--- config.mk ---
export PLATFORM = sky130hd
export DESIGN_NAME = audio_volume_fade_ramp
export DESIGN_NICKNAME = d
export VERILOG_FILES = /design/src/avfr_pkg.sv /design/src/avfr_div.sv /design/src/avfr_dp.sv /design/src/avfr_ctrl.sv /design/src/audio_volume_fade_ramp.sv
export SDC_FILE = /design/constraint.sdc
export NUM_CORES = 2
export LEC_CHECK = 0
export ABC_AREA = 1
export BUFFER_PORTS_ARGS = -buffer_cell sky130_fd_sc_hd__buf_2
export CAP_MARGIN = 20
export CORE_ASPECT_RATIO = 1.5
export CORE_UTILIZATION = 25
export CTS_CLUSTER_SIZE = 14
export DETAILED_ROUTE_END_ITERATION = 10
export PLACE_DENSITY_LB_ADDON = 0.05
export SLEW_MARGIN = 40
export SYNTH_ARGS = -nofsm -noshare
export SYNTH_HDL_FRONTEND = slang
export SYNTH_HIERARCHICAL = 1
export SYNTH_SLANG_ARGS = --single-unit
export TNS_END_PERCENT = 30
--- constraint.sdc ---
create_clock -name clk -period 17.6 [get_ports clk]
set_input_delay 0.88 -clock clk [delete_from_list [all_inputs] [get_ports clk]]
set_output_delay 0.88 -clock clk [all_outputs]
set_load 0.02 [all_outputs]
--- src/avfr_pkg.sv ---
package avfr_pkg;

  localparam int SAMPLE_BITS_DEF  = 16;
  localparam int MAX_CHANNELS_DEF = 2;

  localparam int VOL_W    = 16;
  localparam int MS_W     = 16;
  localparam int FUNC_W   = 2;
  localparam int CC_W     = 2;
  localparam int CFG_ADDR_W = 1;
  localparam int GAIN_W   = 31;
  localparam int STEP_W   = 32;
  localparam int Q15_SHIFT = 15;
  localparam int FRAC_SHIFT = 30;

  localparam logic [VOL_W-1:0] UNITY_Q15 = 16'd32768;
  localparam logic [CC_W-1:0]  CC_RESET  = 2'd2;

  // step = delta * FADE_NUM / (FADE_DEN * ms), i.e. delta / (22.05 * ms)
  localparam int FADE_NUM = 100;
  localparam int FADE_DEN = 2205;
  localparam int DVD_W    = 37;
  localparam int DVS_W    = 28;
  localparam int DIV_CNT_W = 6;

  localparam logic [FUNC_W-1:0] FUNC_FRAME = 2'd0;
  localparam logic [FUNC_W-1:0] FUNC_SET   = 2'd1;
  localparam logic [FUNC_W-1:0] FUNC_FADE  = 2'd2;

  localparam logic [CFG_ADDR_W-1:0] CFG_INIT_VOL = 1'd0;
  localparam logic [CFG_ADDR_W-1:0] CFG_CH_COUNT = 1'd1;

  typedef struct packed {
    logic frame;
    logic set_vol;
    logic fade_now;
    logic fade_load;
    logic div_start;
    logic fade_finish;
  } avfr_cmd_t;

  typedef struct packed {
    logic out_busy;
    logic div_busy;
    logic div_done;
  } avfr_status_t;

  function automatic logic [VOL_W-1:0] clamp_q15(input logic [VOL_W-1:0] v);
    return (v > UNITY_Q15) ? UNITY_Q15 : v;
  endfunction

endpackage

--- src/avfr_div.sv ---
module avfr_div
  import avfr_pkg::*;
(
  input  logic             clk,
  input  logic             rst_n,
  input  logic             start,
  input  logic [DVD_W-1:0] dividend,
  input  logic [DVS_W-1:0] divisor,
  output logic             busy,
  output logic             done,
  output logic [DVD_W-1:0] quotient
);

  logic                 busy_r, busy_nxt;
  logic                 done_r, done_nxt;
  logic [DIV_CNT_W-1:0] cnt_r, cnt_nxt;
  logic [DVS_W-1:0]     rem_r, rem_nxt;
  logic [DVS_W-1:0]     dvs_r, dvs_nxt;
  logic [DVD_W-1:0]     quo_r, quo_nxt;
  logic [DVS_W:0]       trial;
  logic                 fits;

  always_comb begin
    trial    = {rem_r, quo_r[DVD_W-1]};
    fits     = trial >= {1'b0, dvs_r};
    busy_nxt = busy_r;
    done_nxt = 1'b0;
    cnt_nxt  = cnt_r;
    rem_nxt  = rem_r;
    dvs_nxt  = dvs_r;
    quo_nxt  = quo_r;
    if (start) begin
      busy_nxt = 1'b1;
      cnt_nxt  = '0;
      rem_nxt  = '0;
      dvs_nxt  = divisor;
      quo_nxt  = dividend;
    end else if (busy_r) begin
      rem_nxt = fits ? DVS_W'(trial - {1'b0, dvs_r}) : trial[DVS_W-1:0];
      quo_nxt = {quo_r[DVD_W-2:0], fits};
      cnt_nxt = cnt_r + 1'b1;
      if (cnt_r == DIV_CNT_W'(DVD_W - 1)) begin
        busy_nxt = 1'b0;
        done_nxt = 1'b1;
      end
    end
  end

  always_ff @(posedge clk) begin
    if (!rst_n) begin
      busy_r <= 1'b0;
      done_r <= 1'b0;
      cnt_r  <= '0;
    end else begin
      busy_r <= busy_nxt;
      done_r <= done_nxt;
      cnt_r  <= cnt_nxt;
    end
    rem_r <= rem_nxt;
    dvs_r <= dvs_nxt;
    quo_r <= quo_nxt;
  end

  assign busy     = busy_r;
  assign done     = done_r;
  assign quotient = quo_r;

endmodule

--- src/avfr_dp.sv ---
module avfr_dp
  import avfr_pkg::*;
#(
  parameter int SAMPLE_BITS  = SAMPLE_BITS_DEF,
  parameter int MAX_CHANNELS = MAX_CHANNELS_DEF,
  parameter int IN_DATA_W    = 64,
  parameter int OUT_DATA_W   = 48
) (
  input  logic                  clk,
  input  logic                  rst_n,
  input  avfr_cmd_t             cmd,
  output avfr_status_t          status,
  input  logic [IN_DATA_W-1:0]  in_tdata,
  input  logic                  in_tlast,
  input  logic                  cfg_we,
  input  logic [CFG_ADDR_W-1:0] cfg_addr,
  input  logic [VOL_W-1:0]      cfg_wdata,
  output logic                  out_tvalid,
  input  logic                  out_tready,
  output logic [OUT_DATA_W-1:0] out_tdata,
  output logic                  out_tlast
);

  localparam int SB      = SAMPLE_BITS;
  localparam int PROD_W  = SB + GAIN_W;
  localparam int LANE0   = 2 * VOL_W;

  logic [GAIN_W-1:0]        gain_r, gain_nxt;
  logic [VOL_W-1:0]         tgt_r, tgt_nxt;
  logic signed [STEP_W-1:0] step_r, step_nxt;
  logic signed [STEP_W-1:0] delta_r, delta_nxt;
  logic [DVS_W-1:0]         dvs_r, dvs_nxt;
  logic [CC_W-1:0]          cc_r, cc_nxt;

  logic                     ovalid_r, ovalid_nxt;
  logic                     olast_r;
  logic [VOL_W-1:0]         ovol_r;
  logic [SB-1:0]            lane_res [MAX_CHANNELS];
  logic [SB-1:0]            lane_r   [MAX_CHANNELS];

  logic [VOL_W-1:0]         vol_in, cfg_vol;
  logic [MS_W-1:0]          ms_in;
  logic [GAIN_W-1:0]        vol_in30;
  logic signed [STEP_W:0]   sum, tgt_ext;
  logic [STEP_W-1:0]        mag;
  logic [DVD_W-1:0]         dvd;
  logic [DVD_W-1:0]         quo;
  logic                     div_busy, div_done;
  logic [STEP_W-1:0]        q_fix;

  assign vol_in   = clamp_q15(in_tdata[VOL_W-1:0]);
  assign ms_in    = in_tdata[VOL_W +: MS_W];
  assign vol_in30 = {vol_in, {Q15_SHIFT{1'b0}}};
  assign cfg_vol  = clamp_q15(cfg_wdata);
  assign sum      = $signed({2'b00, gain_r}) + $signed({step_r[STEP_W-1], step_r});
  assign tgt_ext  = $signed({2'b00, tgt_r, {Q15_SHIFT{1'b0}}});
  assign mag      = delta_r[STEP_W-1] ? STEP_W'(-delta_r) : STEP_W'(delta_r);
  assign dvd      = DVD_W'(mag) * DVD_W'(FADE_NUM);
  assign q_fix    = (quo == '0 && delta_r != '0) ? STEP_W'(1) : quo[STEP_W-1:0];

  avfr_div u_div (
    .clk      (clk),
    .rst_n    (rst_n),
    .start    (cmd.div_start),
    .dividend (dvd),
    .divisor  (dvs_r),
    .busy     (div_busy),
    .done     (div_done),
    .quotient (quo)
  );

  for (genvar i = 0; i < MAX_CHANNELS; i++) begin : g_lane
    logic signed [SB-1:0] s;
    logic [SB-1:0]        smag, p;
    logic [PROD_W-1:0]    prod;
    logic                 active;
    assign s      = $signed(in_tdata[LANE0 + i*SB +: SB]);
    assign smag   = s[SB-1] ? SB'(-s) : SB'(s);
    assign prod   = PROD_W'(smag) * PROD_W'(gain_r);
    assign p      = prod[FRAC_SHIFT +: SB];
    assign active = (i == 0) || ({{(32-CC_W){1'b0}}, cc_r} > 32'(i));
    assign lane_res[i] = !active ? '0 : (s[SB-1] ? SB'(-p) : p);
  end

  always_comb begin
    gain_nxt   = gain_r;
    tgt_nxt    = tgt_r;
    step_nxt   = step_r;
    delta_nxt  = delta_r;
    dvs_nxt    = dvs_r;
    cc_nxt     = cc_r;
    ovalid_nxt = ovalid_r && !out_tready;
    if (cmd.frame) begin
      ovalid_nxt = 1'b1;
      if ((step_r > 0 && sum > tgt_ext) || (step_r < 0 && sum < tgt_ext)) begin
        gain_nxt = {tgt_r, {Q15_SHIFT{1'b0}}};
        step_nxt = '0;
      end else begin
        gain_nxt = sum[GAIN_W-1:0];
      end
    end
    if (cmd.set_vol) begin
      gain_nxt = vol_in30;
      step_nxt = '0;
    end
    if (cmd.fade_now) begin
      tgt_nxt  = vol_in;
      gain_nxt = vol_in30;
      step_nxt = '0;
    end
    if (cmd.fade_load) begin
      tgt_nxt   = vol_in;
      delta_nxt = $signed({1'b0, vol_in30}) - $signed({1'b0, gain_r});
      dvs_nxt   = DVS_W'(ms_in) * DVS_W'(FADE_DEN);
    end
    if (cmd.fade_finish) begin
      step_nxt = delta_r[STEP_W-1] ? STEP_W'(-q_fix) : q_fix;
    end
    if (cfg_we) begin
      unique case (cfg_addr)
        CFG_INIT_VOL: begin
          if (step_r == '0) begin
            gain_nxt = {cfg_vol, {Q15_SHIFT{1'b0}}};
            tgt_nxt  = cfg_vol;
          end
        end
        CFG_CH_COUNT: cc_nxt = cfg_wdata[CC_W-1:0];
        default: ;
      endcase
    end
  end

  always_ff @(posedge clk) begin
    if (!rst_n) begin
      gain_r   <= {UNITY_Q15, {Q15_SHIFT{1'b0}}};
      tgt_r    <= UNITY_Q15;
      step_r   <= '0;
      cc_r     <= CC_RESET;
      ovalid_r <= 1'b0;
    end else begin
      gain_r   <= gain_nxt;
      tgt_r    <= tgt_nxt;
      step_r   <= step_nxt;
      cc_r     <= cc_nxt;
      ovalid_r <= ovalid_nxt;
    end
    delta_r <= delta_nxt;
    dvs_r   <= dvs_nxt;
    if (cmd.frame) begin
      ovol_r  <= gain_r[Q15_SHIFT +: VOL_W];
      olast_r <= in_tlast;
      for (int i = 0; i < MAX_CHANNELS; i++) begin
        lane_r[i] <= lane_res[i];
      end
    end
  end

  always_comb begin
    out_tdata = '0;
    for (int i = 0; i < MAX_CHANNELS; i++) begin
      out_tdata[i*SB +: SB] = lane_r[i];
    end
    out_tdata[MAX_CHANNELS*SB +: VOL_W] = ovol_r;
  end

  assign out_tvalid      = ovalid_r;
  assign out_tlast       = olast_r;
  assign status.out_busy = ovalid_r && !out_tready;
  assign status.div_busy = div_busy;
  assign status.div_done = div_done;

endmodule

--- src/avfr_ctrl.sv ---
module avfr_ctrl
  import avfr_pkg::*;
(
  input  logic              clk,
  input  logic              rst_n,
  input  logic              in_tvalid,
  output logic              in_tready,
  input  logic [FUNC_W-1:0] func,
  input  logic              ms_zero,
  input  avfr_status_t      status,
  output avfr_cmd_t         cmd
);

  typedef enum logic [1:0] {S_IDLE, S_START, S_DIV} state_t;

  state_t state_r, state_nxt;
  logic   acc;

  assign in_tready = (state_r == S_IDLE) && !status.out_busy;
  assign acc       = in_tvalid && in_tready;

  always_comb begin
    cmd       = '0;
    state_nxt = state_r;
    unique case (state_r)
      S_IDLE: begin
        if (acc) begin
          unique case (func)
            FUNC_FRAME: cmd.frame   = 1'b1;
            FUNC_SET:   cmd.set_vol = 1'b1;
            FUNC_FADE: begin
              if (ms_zero) begin
                cmd.fade_now = 1'b1;
              end else begin
                cmd.fade_load = 1'b1;
                state_nxt     = S_START;
              end
            end
            default: ;
          endcase
        end
      end
      S_START: begin
        cmd.div_start = 1'b1;
        state_nxt     = S_DIV;
      end
      S_DIV: begin
        if (status.div_done) begin
          cmd.fade_finish = 1'b1;
          state_nxt       = S_IDLE;
        end
      end
      default: state_nxt = S_IDLE;
    endcase
  end

  always_ff @(posedge clk) begin
    if (!rst_n) begin
      state_r <= S_IDLE;
    end else begin
      state_r <= state_nxt;
    end
  end

endmodule

--- src/audio_volume_fade_ramp.sv ---
// Linear gain fade ramp for multichannel audio frames.
// Input stream: in_tuser carries the request kind (0 frame, 1 set volume,
// 2 fade), in_tdata the volume, fade length in ms and the channel samples,
// in_tlast the end-of-buffer mark. A frame request yields one result on the
// out_ stream: scaled samples, the gain applied (Q1.15) and tlast copied.
// Set-volume and fade requests yield no result.
// A frame result appears in the cycle after acceptance. Frames and set-volume
// requests are taken one per cycle while the output is not stalled. A fade
// with a nonzero duration occupies the block through load, divider start, the
// bit-serial step divider and finish; in_tready is low meanwhile.
// Reset (rst_n low, synchronous): gain and target at unity, step zero,
// two channels active, output register empty.
// When the receiver stalls, the result is held in the output register and
// in_tready drops until it is taken.
// cfg_we/cfg_addr/cfg_wdata write the start volume (0) or channel_count (1);
// write only while the block is idle.
module audio_volume_fade_ramp
  import avfr_pkg::*;
#(
  parameter int SAMPLE_BITS  = SAMPLE_BITS_DEF,
  parameter int MAX_CHANNELS = MAX_CHANNELS_DEF
) (
  input  logic                  clk,
  input  logic                  rst_n,
  input  logic                  in_tvalid,
  output logic                  in_tready,
  // volume_value, fade_ms, sample_ch0 .. sample_ch(MAX_CHANNELS-1)
  input  logic [((2*VOL_W + MAX_CHANNELS*SAMPLE_BITS + 7) / 8) * 8 - 1:0] in_tdata,
  // func
  input  logic [FUNC_W-1:0]     in_tuser,
  input  logic                  in_tlast,
  output logic                  out_tvalid,
  input  logic                  out_tready,
  // out_ch0 .. out_ch(MAX_CHANNELS-1), current_volume
  output logic [((MAX_CHANNELS*SAMPLE_BITS + VOL_W + 7) / 8) * 8 - 1:0] out_tdata,
  output logic                  out_tlast,
  input  logic                  cfg_we,
  input  logic [CFG_ADDR_W-1:0] cfg_addr,
  input  logic [VOL_W-1:0]      cfg_wdata
);

  localparam int IN_DATA_W  = ((2*VOL_W + MAX_CHANNELS*SAMPLE_BITS + 7) / 8) * 8;
  localparam int OUT_DATA_W = ((MAX_CHANNELS*SAMPLE_BITS + VOL_W + 7) / 8) * 8;
  localparam int VOL_LSB    = MAX_CHANNELS * SAMPLE_BITS;

  avfr_cmd_t    cmd;
  avfr_status_t status;
  logic         ms_zero;

  assign ms_zero = in_tdata[VOL_W +: MS_W] == '0;

  avfr_ctrl u_ctrl (
    .clk       (clk),
    .rst_n     (rst_n),
    .in_tvalid (in_tvalid),
    .in_tready (in_tready),
    .func      (in_tuser),
    .ms_zero   (ms_zero),
    .status    (status),
    .cmd       (cmd)
  );

  avfr_dp #(
    .SAMPLE_BITS  (SAMPLE_BITS),
    .MAX_CHANNELS (MAX_CHANNELS),
    .IN_DATA_W    (IN_DATA_W),
    .OUT_DATA_W   (OUT_DATA_W)
  ) u_dp (
    .clk        (clk),
    .rst_n      (rst_n),
    .cmd        (cmd),
    .status     (status),
    .in_tdata   (in_tdata),
    .in_tlast   (in_tlast),
    .cfg_we     (cfg_we),
    .cfg_addr   (cfg_addr),
    .cfg_wdata  (cfg_wdata),
    .out_tvalid (out_tvalid),
    .out_tready (out_tready),
    .out_tdata  (out_tdata),
    .out_tlast  (out_tlast)
  );

  a_no_accept_div: assert property (@(posedge clk) disable iff (!rst_n)
    status.div_busy |-> !in_tready)
    else $error("request accepted while step divider busy");

  a_fade_stalls: assert property (@(posedge clk) disable iff (!rst_n)
    (in_tvalid && in_tready && in_tuser == FUNC_FADE && !ms_zero) |=> !in_tready)
    else $error("fade request did not hold off input");

  a_frame_result: assert property (@(posedge clk) disable iff (!rst_n)
    (in_tvalid && in_tready && in_tuser == FUNC_FRAME) |=> out_tvalid)
    else $error("frame request gave no result");

  a_gain_range: assert property (@(posedge clk) disable iff (!rst_n)
    out_tvalid |-> out_tdata[VOL_LSB +: VOL_W] <= UNITY_Q15)
    else $error("reported gain above unity");

endmodule

# [Yosys cells after proc, flatten, opt, wreduce, memory -nomap -nowiden]
# Memories as Yosys holds them, arrays and structs flattened.
# Index checks and enable logic that the tools add are counted.
[totals] regBits=262 ram_bits=32 mem_count=1
[classes] n_addsub=10 multipliers=4 magnitude_cmp=8 n_eq_ne=9 muxes=52 n_bitwise=2 reduce_logical=23
[memory_table] name="u_dp.lane_r" words=2 word_bits=16 rd=2 rd_clocked_by_memory_dff=0 wr=2 line="avfr_dp.sv:39" rtl="logic [SB-1:0] lane_r [MAX_CHANNELS];"
[ops] cell="$mux 32" n=8
[ops] cell="$mux 31" n=7
[ops] cell="$mux 16" n=12
[ops] cell="$mul 16x31->46" n=2
[ops] cell="$mux 37" n=2
[ops] cell="$neg 16->16" n=4
[ops] cell="$neg 32->32" n=2
[ops] cell="$logic_not 37->1" n=1
[ops] cell="$mul 32x5->35 const B" n=1
[ops] cell="$add 32x32->33" n=1
[ops] cell="$gt 33x32->1" n=1
[ops] cell="$lt 33x32->1" n=1
[ops] cell="$gt 16x16->1 const B" n=2
[ops] cell="$gt 32x1->1 const B" n=1
[ops] cell="$logic_not 32->1" n=1
[ops] cell="$lt 32x1->1 const B" n=1
[ops] cell="$reduce_bool 32->1" n=1
[ops] cell="$sub 31x31->32" n=1
[ops] cell="$ge 29x28->1" n=1
[ops] cell="$mul 16x12->28 const B" n=1
[ops] cell="$mux 28" n=1
[ops] cell="$sub 28x28->28" n=1
[ops] cell="$logic_not 16->1" n=1
[ops] cell="$mux 1" n=14
[ops] cell="other kinds (21)" n=40

# [Depth between registers and ports, before layout]
[logic_depth] word_depth=13 ltp_mapped=44 depth_no_buf=44

# [Hierarchy]
# Netlist, hierarchy kept.
[modules_own_cells] mod="avfr_dp" n_inst=1 cells_each=6773 area_per_inst_um2=51366.8 seq_area_each_um2=4894.7
[modules_own_cells] mod="avfr_div" n_inst=1 cells_each=873 area_per_inst_um2=6302.3 seq_area_each_um2=2672.6
[modules_own_cells] mod="avfr_ctrl" n_inst=1 cells_each=25 area_per_inst_um2=148.9 seq_area_each_um2=40.0
[modules_own_cells] mod="audio_volume_fade_ramp" n_inst=1 cells_each=27 area_per_inst_um2=103.8 seq_area_each_um2=0.0

# [Least setup slack after synthesis]
# OpenSTA, ideal clock, no wires.
[synth_timing] kind="in2reg" start="input in_tdata[33]" end="memory u_dp/lane_r[0][14] (netlist bit), data pin" arrival_time_ns=7.708 required_time_ns=17.347 slack_ns=9.640 stages=39 path_cell_list="inv_1 > ha_1 > inv_1 > nor3_1 > inv_1 > nor3_1 > nand2_1 > nand2_1 > o21ai_0 > or2_2 > nand2_1 > clkbuf_1 > nand2_1 > fa_1 > inv_1 > fa_1 > fa_1 > fa_1 > [... 3 more ...] > inv_1 > ha_1 > inv_1 > o21ai_0 > a21oi_1 > o21ai_0 > a21oi_1 > nand3_1 > nand2_1 > nand2_1 > nor2_1 > nand3b_1 > nor2_1 > nand2_1 > nand2_1 > nand2_1 > nand2_1 > nand2_1"
[synth_lines] element="from (decl)" line="audio_volume_fade_ramp.sv:28" rtl="input logic [((2*VOL_W + MAX_CHANNELS*SAMPLE_BITS + 7) / 8) * 8 - 1:0] in_tdata,"
[synth_lines] element="to (decl)" line="avfr_dp.sv:39"

==> implementation parameters <==
Parameter                              Value

Outcome
  Outcome ... finished clean

Drt
  DR pass1 iterations ... 6
  1st-iter DRT viols ... between 2000 and 2500
  Number of antenna-violating nets in the routed design ... 0
  Post-route DRC ... 0
  Routed wirelength normalized by instance count ... between 20 and 25 µm
  Routed vias/inst ... between 4 and 5
  Vias ... 49580
  Final wirelength ... 243900 µm

Placement
  Final weighted congestion in routability-driven placement ... 0.9098
  Setup WS pre-CTS ... ~7300 ps
  Count of buffers inserted at the top-level ports ... approximately 140
  Post-detailed-placement half-perimeter wirelength ... 197700 µm

Pwr
  Leakage ... between 30 and 40 nW
  Clock network fraction of total power ... a little under a fifth
  Internal power ... between 2 and 2.5 mW
  Sequential cell fraction of total power ... 18.1%
  Total power density per cell area ... 75.55 nW/µm²
  Sw frac ... 51.59%
  Part of the power in combinational logic ... 63.4%
  Maximum vdd ir drop ... 0.06609 mV
  Net switching power ... roughly 2.5 mW

STA
  RSZ-0062 raised after global routing ... false
  Post-route worst setup slack ... about 8200 ps
  Number of setup violations in the final report ... 0
  Period Utilization, post-route ... 53.56%
  Final count of hold timing violations ... 0
  Skew final ... 68.89 ps
  Max-slew violations ... 0
  Slew headroom ... between 40% and 50%
  Hold_ws ... 394.3 ps
  Post-route minimum period ... roughly 9400 ps
  Transition time of the tightest slew-check pin ... just under 900 ps
  Setup TNS Final ... 0 ps
  FMAX ... approximately 110 MHz

Global route
  Overall overflow remaining after global route ... 0
  Antenna violations before repair ... 10
  Wire length of the first global-routing pass ... about 360000 µm
  Combined global-route utilization of all metal layers ... 20.99%
  Vias in the first global route ... ~54000
  Pin count of the biggest net entering global routing ... 69

Job
  Max-Cap Viols ... 0

Clocking
  TritonCTS sink count ... between 200 and 300
  Number of buffers inserted to repair setup after CTS ... 0
  Total clock buffers created by CTS ... 41
  Number of H-tree branching levels ... 2
  Clock latency on the worst-skew pair ... roughly 700 ps
  CTS tree ... yes
  Post-CTS clock slew at the launch and capture registers of the worst setup and hold paths ... 60 ps
  Number of gates resized after CTS ... 0
  Maximum number of buffers from clock root to sink ... 3
  Buffer type at the clock tree root ... sky130_fd_sc_hd__clkbuf_16
  CTS Hold Bufs ... 0

Layout
  Seq. cell area ... 7626 µm²
  P&R area growth vs syn ... 9.908%
  Final net count ... roughly 9200
  Layout fillers ... between 20000 and 30000
  Most common cell after layout, fill and taps aside ... sky130_fd_sc_hd__nand2_1
  Share of cells above drive strength 1 ... roughly 6%
  Combined area of the multi-input logic cells ... ~43000 µm²
  Util after Layout ... around 28%
  Most frequent cells in the layout ... sky130_fd_sc_hd__nand2_1, sky130_fd_sc_hd__inv_1, sky130_fd_sc_hd__fa_1

Floorplan
  IO Pins ... 140
  Die footprint ... between 200000 and 250000 µm²
  FP Rows ... approximately 220
  Chip Height ... 591.5 µm
  Starting Density ... around 25%
  Area of the core region ... approximately 230000 µm²
  DIE WIDTH ... 395.0 µm

Logic synthesis
  Mean instance size in the synthesized netlist ... 7.524 µm²
  Cell area after synthesis ... ~58000 µm²
  Cells after Synth ... around 7700
  Yosys warning total ... 6

Critical path
  Critical path's largest stage delay ... 590 ps
  Crit end category ... flop
  Worst path arrival time ... 9840 ps
  Critical Path Slowest Stage Cell ... sky130_fd_sc_hd__fa_1
  Critical path class ... in -> reg
  Crit start category ... input pin
  Cell with the most instances on the worst path ... sky130_fd_sc_hd__inv_1
  Largest fanout on the critical path ... 22
  Required time at the worst-slack endpoint ... 18020 ps

Min path
  Class of the most critical hold timing path ... in -> reg
==> critical path: cells and delay by family <==
| family | cells | cell delay (ps) |
|---|---|---|
| AO/OA/AOI/OAI | 1 | 140 |
| XOR/XNOR | 2 | 460 |
| adder cells (fa/ha/maj) | 8 | 3560 |
| buffers and inverters | 12 | 1690 |
| AND/OR/NAND/NOR | 15 | 3100 |
==> per-layer routing <==
metal  GRT usage, %  vias to the layer above  part of all wire, %
li1               -                    23480                    -
met1          23.82                    25010                   39
met2          41.12                      848                   55
met3          1.540                      238                  2.7
met4          6.317                        6                  3.3
met5              0                        -                0.017
==> power groups by stage <==
| stage | Clock, mW | Combinational, mW | Sequential (mW) |
|---|---|---|---|
| after floorplan | 0 | 2.05 | 0.885 |
| after CTS | 0.934 | 3.14 | 0.873 |
| after detailed placement | 0 | 3.10 | 0.887 |
| after global routing | 0.942 | 3.48 | 0.876 |
| after global placement | 0 | 3.13 | 0.887 |
| final | 0.888 | 3.05 | 0.871 |
==> flip-flops by register name, indices dropped and copies added (netlist names) <==
register,flops
u_dp/lane_r,32
u_dp/dvs_r,28
u_dp/u_div/busy,1
u_dp/tgt_r,16
u_dp/ovol_r,16
u_dp/cc_r,1
u_dp/out_tlast,1
u_dp/u_div/rem_r,28
u_dp/step_r,32
u_ctrl/state_r,2
u_dp/delta_r,32
u_dp/u_div/quotient,37
u_dp/out_tvalid,1
u_dp/gain_r,31
u_dp/u_div/done,1
u_dp/u_div/dvs_r,28
u_dp/u_div/cnt_r,6
==> metrics by stage <==
stage / cell area [µm²] / power [mW] / std cells
5_1_grt: 63640 / 5.295 / 10820
3_5_place_dp: 62270 / 3.992 / 10740
4_1_cts: 63620 / 4.943 / 10820
3_3_place_gp: 62230 / 4.021 / 10740
2_1_floorplan: 57920 / 2.935 / 7698
6_report: 63650 / 4.809 / 10820
==> path summary, 6_finish.rpt <==
| path | startpoint | endpoint | slack (ps) | cells after the start |
|---|---|---|---|---|
| max | in_tdata[32] | u_dp/lane_r[0][10]$_DFFE_PP_ | 8170 | 38 |
| min | in_tlast | u_dp/out_tlast$_DFFE_PP_ | 390 | 1 |
| max reg2reg | u_dp/gain_r[19]$_SDFF_PN0_ | u_dp/lane_r[0][10]$_DFFE_PP_ | 9470 | 26 |
| min reg2reg | u_dp/dvs_r[0]$_DFFE_PP_ | u_dp/u_div/dvs_r[0]$_DFFE_PP_ | 420 | 0 |
==> layout make-up <==
type / instances / share of cell area [%]
inverter: 1720 / 10.14
clock inverter: 23 / 0.3617
antenna: 5 / 0.01966
sequential: 293 / 11.98
clock buffer: 52 / 1.757
timing repair buffer: 239 / 2.294
tap: 3052 / 5.999
multi-input combinational: 5439 / 67.44
(Power assumes the default switching activity.)
